==> config.mk <==
export PLATFORM = sky130hd
export DESIGN_NAME = contactor_cooldown_sequencer_top
export DESIGN_NICKNAME = d
export VERILOG_FILES = /design/src/design/ccs_pkg.sv /design/src/design/ccs_core.sv /design/src/design/ccs_out_reg.sv /design/src/design/contactor_cooldown_sequencer_top.sv
export SDC_FILE = /design/constraint.sdc
export NUM_CORES = 1
export LEC_CHECK = 0
export ABC_AREA = 0
export ABC_CLOCK_PERIOD_IN_PS = 12000
export BUFFER_PORTS_ARGS = -buffer_cell sky130_fd_sc_hd__buf_4
export CAP_MARGIN = 40
export CORE_ASPECT_RATIO = 0.8
export CORE_MARGIN = 5
export CORE_UTILIZATION = 31
export CTS_CLUSTER_SIZE = 25
export DETAILED_ROUTE_END_ITERATION = 7
export PLACE_DENSITY = 0.44
export SLEW_MARGIN = 20
export SYNTH_ARGS = -nofsm -noshare
export SYNTH_HDL_FRONTEND = slang
export SYNTH_HIERARCHICAL = 1
export SYNTH_SLANG_ARGS = --single-unit
export TNS_END_PERCENT = 100
==> constraint.sdc <==
create_clock -name clk -period 12 [get_ports clk]
set_input_delay 1.2 -clock clk [delete_from_list [all_inputs] [get_ports clk]]
set_output_delay 1.2 -clock clk [all_outputs]
set_load 0.05 [all_outputs]
==> src/design/ccs_pkg.sv <==
// ----------------------------------------------------------------------------
// ccs_pkg
// Shared types and constants for the contactor cool-down sequencer.
// ----------------------------------------------------------------------------
package ccs_pkg;

  // Phase codes.
  localparam logic [1:0] PH_COOLING  = 2'd0;
  localparam logic [1:0] PH_COOL     = 2'd1;
  localparam logic [1:0] PH_POWERING = 2'd2;
  localparam logic [1:0] PH_ON       = 2'd3;

  // Item kinds.
  localparam logic [1:0] FN_TICK   = 2'd0;
  localparam logic [1:0] FN_REQ_C1 = 2'd1;
  localparam logic [1:0] FN_REQ_C2 = 2'd2;
  localparam logic [1:0] FN_OFF    = 2'd3;

  // Configuration register indexes.
  localparam logic [1:0] CFG_MIN_COOLDOWN = 2'd0;
  localparam logic [1:0] CFG_STEP_DELAY   = 2'd1;
  localparam logic [1:0] CFG_TWO_CONTACT  = 2'd2;

  // Configuration reset values.
  localparam logic [15:0] MIN_COOLDOWN_RST = 16'd30;
  localparam logic [7:0]  STEP_DELAY_RST   = 8'd6;
  localparam logic        TWO_CONTACT_RST  = 1'b1;

  localparam int CFG_DATA_W = 16;
  localparam int IN_DATA_W  = 8;
  localparam int OUT_DATA_W = 24;

  // One result item.
  typedef struct packed {
    logic [15:0] cooldown_left_s;
    logic        ready_res;
    logic [1:0]  phase;
    logic        contactor2_on;
    logic        contactor1_on;
  } result_t;

endpackage

==> src/design/ccs_core.sv <==
// ----------------------------------------------------------------------------
// ccs_core
// Input register, configuration registers, sequencer state and next-state
// logic. Produces one result per item for the result register.
// ----------------------------------------------------------------------------
module ccs_core
  import ccs_pkg::*;
(
  input  logic                  clk,
  input  logic                  rst,
  input  logic                  in_valid,
  output logic                  in_ready,
  input  logic [1:0]            in_func,
  input  logic                  in_err,
  input  logic                  cfg_we,
  input  logic [1:0]            cfg_index,
  input  logic [CFG_DATA_W-1:0] cfg_data,
  output logic                  res_valid,
  input  logic                  res_ready,
  output result_t               res
);

  // Configuration.
  logic [15:0] min_cooldown;
  logic [7:0]  step_delay;
  logic        two_contact;

  // Input register.
  logic       item_valid;
  logic [1:0] item_func;
  logic       item_err;

  // Sequencer state.
  logic [1:0]  phase_reg,    phase_reg_next;
  logic [7:0]  delay_count,  delay_count_next;
  logic        want_first,   want_first_next;
  logic        want_second,  want_second_next;
  logic        want_off,     want_off_next;
  logic        drive_first,  drive_first_next;
  logic        drive_second, drive_second_next;
  logic [15:0] secs_since_hot, secs_since_hot_next;

  logic [15:0] secs_inc;
  logic        advance;

  assign advance   = item_valid && res_ready;
  assign in_ready  = !item_valid || res_ready;
  assign res_valid = item_valid;

  // Configuration writes.
  always_ff @(posedge clk) begin
    if (rst) begin
      min_cooldown <= MIN_COOLDOWN_RST;
      step_delay   <= STEP_DELAY_RST;
      two_contact  <= TWO_CONTACT_RST;
    end else if (cfg_we) begin
      case (cfg_index)
        CFG_MIN_COOLDOWN: min_cooldown <= cfg_data[15:0];
        CFG_STEP_DELAY:   step_delay   <= cfg_data[7:0];
        CFG_TWO_CONTACT:  two_contact  <= cfg_data[0];
        default: ;
      endcase
    end
  end

  // Input register.
  always_ff @(posedge clk) begin
    if (rst) begin
      item_valid <= 1'b0;
    end else if (in_ready) begin
      item_valid <= in_valid;
    end
  end

  always_ff @(posedge clk) begin
    if (in_ready && in_valid) begin
      item_func <= in_func;
      item_err  <= in_err;
    end
  end

  // Seconds counter saturates at its top value.
  assign secs_inc = (secs_since_hot == 16'hFFFF) ? secs_since_hot
                                                 : secs_since_hot + 16'd1;

  // Next-state logic for one item.
  always_comb begin
    phase_reg_next      = phase_reg;
    delay_count_next    = delay_count;
    want_first_next     = want_first;
    want_second_next    = want_second;
    want_off_next       = want_off;
    drive_first_next    = drive_first;
    drive_second_next   = drive_second;
    secs_since_hot_next = secs_since_hot;
    case (item_func)
      FN_TICK: begin
        case (phase_reg)
          PH_COOLING: begin
            drive_first_next  = 1'b0;
            drive_second_next = 1'b0;
            if (delay_count != 8'd0) begin
              delay_count_next = delay_count - 8'd1;
            end else if (secs_inc >= min_cooldown) begin
              want_off_next    = 1'b0;
              phase_reg_next   = PH_COOL;
              delay_count_next = 8'd0;
            end
          end
          PH_COOL: begin
            drive_first_next  = 1'b0;
            drive_second_next = 1'b0;
            if (!item_err && (want_first || want_second)) begin
              want_first_next  = 1'b0;
              drive_first_next = 1'b1;
              delay_count_next = step_delay;
              phase_reg_next   = PH_POWERING;
            end
          end
          PH_POWERING: begin
            if (item_err || want_off) begin
              drive_first_next  = 1'b0;
              drive_second_next = 1'b0;
              want_first_next   = 1'b0;
              want_second_next  = 1'b0;
              want_off_next     = 1'b0;
              delay_count_next  = step_delay;
              phase_reg_next    = PH_COOLING;
            end else if (delay_count != 8'd0) begin
              delay_count_next = delay_count - 8'd1;
            end else if (two_contact) begin
              // Hand over from contactor 1 to contactor 2 once requested.
              if (want_second) begin
                drive_first_next  = 1'b0;
                drive_second_next = 1'b1;
                phase_reg_next    = PH_ON;
                want_second_next  = 1'b0;
              end
            end else begin
              phase_reg_next   = PH_ON;
              want_second_next = 1'b0;
            end
          end
          default: begin
            if (item_err || want_off) begin
              drive_first_next  = 1'b0;
              drive_second_next = 1'b0;
              want_first_next   = 1'b0;
              want_second_next  = 1'b0;
              want_off_next     = 1'b0;
              delay_count_next  = step_delay;
              phase_reg_next    = PH_COOLING;
            end
          end
        endcase
        // Contactor 1 still driven at the end of the tick restarts cooling.
        secs_since_hot_next = drive_first_next ? 16'd0 : secs_inc;
      end
      FN_REQ_C1: begin
        want_first_next  = 1'b1;
        want_second_next = 1'b0;
        want_off_next    = 1'b0;
      end
      FN_REQ_C2: begin
        want_first_next  = 1'b0;
        want_second_next = 1'b1;
        want_off_next    = 1'b0;
      end
      default: begin
        drive_first_next  = 1'b0;
        drive_second_next = 1'b0;
        want_first_next   = 1'b0;
        want_second_next  = 1'b0;
        want_off_next     = 1'b1;
      end
    endcase
  end

  // State update, one item per transfer into the result register.
  always_ff @(posedge clk) begin
    if (rst) begin
      phase_reg      <= PH_COOLING;
      delay_count    <= STEP_DELAY_RST;
      want_first     <= 1'b0;
      want_second    <= 1'b0;
      want_off       <= 1'b0;
      drive_first    <= 1'b0;
      drive_second   <= 1'b0;
      secs_since_hot <= 16'd0;
    end else if (advance) begin
      phase_reg      <= phase_reg_next;
      delay_count    <= delay_count_next;
      want_first     <= want_first_next;
      want_second    <= want_second_next;
      want_off       <= want_off_next;
      drive_first    <= drive_first_next;
      drive_second   <= drive_second_next;
      secs_since_hot <= secs_since_hot_next;
    end
  end

  // Result fields from the state after this item.
  always_comb begin
    res.contactor1_on = drive_first_next;
    res.contactor2_on = drive_second_next;
    res.phase         = phase_reg_next;
    res.ready_res     = (phase_reg_next == PH_ON);
    if (secs_since_hot_next < min_cooldown) begin
      res.cooldown_left_s = min_cooldown - secs_since_hot_next;
    end else if (phase_reg_next == PH_COOLING) begin
      res.cooldown_left_s = {8'd0, delay_count_next};
    end else begin
      res.cooldown_left_s = 16'd0;
    end
  end

endmodule

==> src/design/ccs_out_reg.sv <==
// ----------------------------------------------------------------------------
// ccs_out_reg
// Result register: holds one finished result until the sink takes it.
// ----------------------------------------------------------------------------
module ccs_out_reg
  import ccs_pkg::*;
(
  input  logic                  clk,
  input  logic                  rst,
  input  logic                  res_valid,
  output logic                  res_ready,
  input  result_t               res,
  output logic                  m_tvalid,
  input  logic                  m_tready,
  output logic [OUT_DATA_W-1:0] m_tdata
);

  result_t held;

  assign res_ready = !m_tvalid || m_tready;

  // Valid flag follows the upstream transfer.
  always_ff @(posedge clk) begin
    if (rst) begin
      m_tvalid <= 1'b0;
    end else if (res_ready) begin
      m_tvalid <= res_valid;
    end
  end

  always_ff @(posedge clk) begin
    if (res_ready && res_valid) begin
      held <= res;
    end
  end

  assign m_tdata = {{(OUT_DATA_W - $bits(result_t)){1'b0}}, held};

endmodule

==> src/design/contactor_cooldown_sequencer_top.sv <==
// ----------------------------------------------------------------------------
// contactor_cooldown_sequencer_top
// An input transfer passes the input register, then the result register.
// Throughput: one item per cycle while m_tready is high; the single-step
// next-state logic between the two registers handles a whole item at once.
// Reset (synchronous, rst high): both contactors off, phase cooling down,
// delay count 6, registers at 30 s / 6 ticks / two contactors.
// ----------------------------------------------------------------------------
module contactor_cooldown_sequencer_top
  import ccs_pkg::*;
(
  input  logic                  clk,
  input  logic                  rst,
  input  logic                  s_tvalid,
  output logic                  s_tready,
  input  logic [IN_DATA_W-1:0]  s_tdata,   // [0] error_present
  input  logic [1:0]            s_tuser,   // [1:0] func
  output logic                  m_tvalid,
  input  logic                  m_tready,
  // [0] contactor1_on, [1] contactor2_on, [3:2] phase, [4] ready_res,
  // [20:5] cooldown_left_s
  output logic [OUT_DATA_W-1:0] m_tdata,
  input  logic                  cfg_we,
  input  logic [1:0]            cfg_index,
  input  logic [CFG_DATA_W-1:0] cfg_data
);

  logic    res_valid;
  logic    res_ready;
  result_t res;

  // Sequencer state and next-state logic.
  ccs_core u_core (
    .clk       (clk),
    .rst       (rst),
    .in_valid  (s_tvalid),
    .in_ready  (s_tready),
    .in_func   (s_tuser),
    .in_err    (s_tdata[0]),
    .cfg_we    (cfg_we),
    .cfg_index (cfg_index),
    .cfg_data  (cfg_data),
    .res_valid (res_valid),
    .res_ready (res_ready),
    .res       (res)
  );

  // Result register toward the sink.
  ccs_out_reg u_out (
    .clk       (clk),
    .rst       (rst),
    .res_valid (res_valid),
    .res_ready (res_ready),
    .res       (res),
    .m_tvalid  (m_tvalid),
    .m_tready  (m_tready),
    .m_tdata   (m_tdata)
  );

endmodule

==> flow_summary.toml <==
[floorplan]
fp.dieArea_um2 = 21000
start_util_pct = 31.3
fp.coreArea_um2 = 18000
die_h_um = 131
io_pins = 59
die_w_um = 161
rows = 44

[cts]
clk_pin_slew_ps = 60
clock-sinks = 82
postCtsSetupBuffers = 0
cts_tree = "built"
clock_latency_ps = 350
cts_buffer_depth = 2
cts_buffers = 9
root_buffer = "clkbuf_16"
cts_resized = 0
cts_htree_levels = 3
hold_buffers = 0

[sta]
hold_viol_final = 0
finalMaxSlewViolations = 0
slew_headroom_pct = 43.0
setup_viol = 0
worstMarginPinSlew_ps = 855
rsz0062_at_grt = "false"
fmax_mhz = 205
fin_crit_sh_pct = 40.6
tns_ps = 0
skew_ps = 7.71
finalCriticalPeriod_ps = 4870

[global_routing]
grt_pass1_vias = 4559
use_met2_pct = 22.3
overflow = 0
grt_max_degree = 53
use_met1_pct = 24.3
globalRouteTotalUtil_pct = 15.9
grt_busiest_layer = "met1"
grt_use_met3_pct = 3.64
grt_pass1_wl_um = 26200
grt_antenna_before_repair = 0

[logic_synthesis]
async_flop_share_pct = 0
synthFlopType = "dfxtp_1"
synth_edf_count = 24
syn_area_per_cell_um2 = 8.36
synthSimpleGateAreaFrac_pct = 19.6
synth_top_family_by_area = "compound AO/OA/AOI/OAI gates"
yosys.cell_types.count = 78
synth-compound-area-share_pct = 24.9
ys_ff_latch = 82
synthXorXnorAreaFrac_pct = 3.73
synth_fa_ha_area_share_pct = 9.01
yosysSeqAreaShare_pct = 33.4
syn_area_um2 = 5640
synth_cells = 674
muxShareOfSynthArea_pct = 3.24
ys.warnings.count = 6

[routing]
wl_um = 16500
avgRoutedWirePerCell_um = 17.7
first_pass_iters = 5
ant_nets = 0
vias = 5043
drt_iter0_drc = 479
via_per_inst = 5.41
drc = 0

[power]
p_leak_nw = 2.57
ir_worst_vdd_mv = 0.0590
total_power_mw = 0.729
power_density_nw_per_um2 = 113

[setup_path]
crit_type = "flip-flop to flip-flop"
cp.required_ps = 12140
cp-end-kind = "flip-flop"
r2r_cells = 16
crit_path_start_kind = "flip-flop"
crit_arrival_ps = 5020
worstPathMaxFanout = 12

[final_layout]
largest_register_ffs = 21
area_growth_pct = 14.1
layout_commonest_cell = "nand2_1"
num_antenna_cells = 0
drive_gt1_share_pct = 12.9
nets = 771
layout_common_cells = "nand2_1 (78), a21oi_1 (62), dfxtp_1 (58)"
final_util_pct = 35.7
nFillCells = 1860

[flow_run]
max-cap-violations = 0

[placement]
numPortBuffers = 48
dp_hpwl_um = 12400
gp_congestion = 0.849

[run_status]
status = "completed"

[worst_hold_path]
worstHoldPathCells = 2
hp-class = "flip-flop to flip-flop"
metal layers:
metal / vias up / share of wire [%]
met5: - / 0
met3: 22 / 6.5
li1: 2495 / -
met2: 136 / 39
met1: 2390 / 52
met4: 0 / 1.8
final timing paths:
| kind | startpoint | to | slack [ps] |
|---|---|---|---|
| setup / recovery | u_core/delay_count[0]$_SDFFE_PP0P_ | u_out/m_tdata[8]$_DFFE_PP_ | 7130 |
| hold / removal | u_core/drive_second$_SDFFE_PP0P_ | u_core/drive_second$_SDFFE_PP0P_ | 460 |
| setup reg to reg | u_core/delay_count[0]$_SDFFE_PP0P_ | u_out/m_tdata[8]$_DFFE_PP_ | 7130 |
| hold reg to reg | u_core/drive_second$_SDFFE_PP0P_ | u_core/drive_second$_SDFFE_PP0P_ | 460 |
cell type report:
class / instances / area, um^2 / share of cell area, %
clock buffers: 11 / 233 / 3.62
clock inverters: 5 / 55.1 / 0.856
inverters: 40 / 150 / 2.34
multi-input cells: 513 / 3420 / 53.3
flip-flops and latches: 82 / 1880 / 29.3
well taps: 230 / 288 / 4.48
repair buffers: 52 / 398 / 6.19
worst max-delay path, cell delays in order, from the launching register on:
cell,delay (ps)
dfxtp_1,430
inv_1,150
ha_1,200
or3b_2,540
nor4_4,320
o22ai_2,250
nor2_2,490
a22o_1,250
ha_1,180
fa_1,230
nor2b_1,70
o2111ai_1,260
nand3_1,190
a21oi_1,280
o211a_1,240
o21ai_1,210
o32ai_1,370
kinds of logic (layout without fill, tap and decap cells):
| group | count (synthesis) | after routing |
|---|---|---|
| XOR/XNOR | 24 | 24 |
| other | 1 | 3 |
| multiplexers | 18 | 18 |
| AO/OA/AOI/OAI | 207 | 207 |
| AND/OR/NAND/NOR | 221 | 221 |
| flip-flops | 82 | 82 |
| buffers and inverters | 81 | 108 |
| adder cells (fa/ha/maj) | 40 | 40 |
Yosys cell counts, types with 3 or more instances:
master,number,share of area (%)
a211o_1,8,1.2
a211oi_1,7,0.93
a21o_1,10,1.3
a21oi_1,62,5.5
a22o_1,9,1.4
a22oi_1,14,1.9
a31oi_1,7,0.78
a32oi_1,3,0.47
and2_1,7,0.78
and3_1,6,0.67
and4_1,3,0.47
buf_4,6,0.80
clkbuf_1,30,2.0
dfxtp_1,58,21
edfxtp_1,24,13
ha_1,39,8.7
inv_1,40,2.7
mux2i_1,16,2.8
nand2_1,78,5.2
nand2b_1,6,0.67
nand3_1,11,0.98
nand3b_1,3,0.40
nand4_1,10,1.1
nor2_1,55,3.7
nor2b_1,9,1.0
nor3_1,13,1.2
o211ai_1,6,0.80
o21a_1,7,0.93
o21ai_0,29,2.6
o21ai_1,3,0.27
o21bai_1,3,0.40
o221ai_1,3,0.47
o22ai_1,4,0.44
o32ai_1,6,0.93
or2_2,3,0.33
or3_1,3,0.33
xnor2_1,13,2.0
xor2_1,11,1.7
power breakdown:
part	leakage (nW)	total, mW	switching [mW]	internal [mW]
clock network	0.136	0.276	0.115	0.161
registers	0.701	0.312	0.0117	0.300
logic	1.73	0.141	0.0906	0.0505
total	2.57	0.729	0.217	0.512
through the flow:
step                hold slack, ps  instance area (um^2)  setup WS [ps]  std cells
floorplan                      433                  5640           7980        676
finish                         463                  6430           7130        933
detailed placement             446                  6130           7140        916
CTS                            465                  6410           7120        932
global placement               442                  6130           7150        916
global route                   520                  6430           6690        933
(Power assumes the default switching activity.)
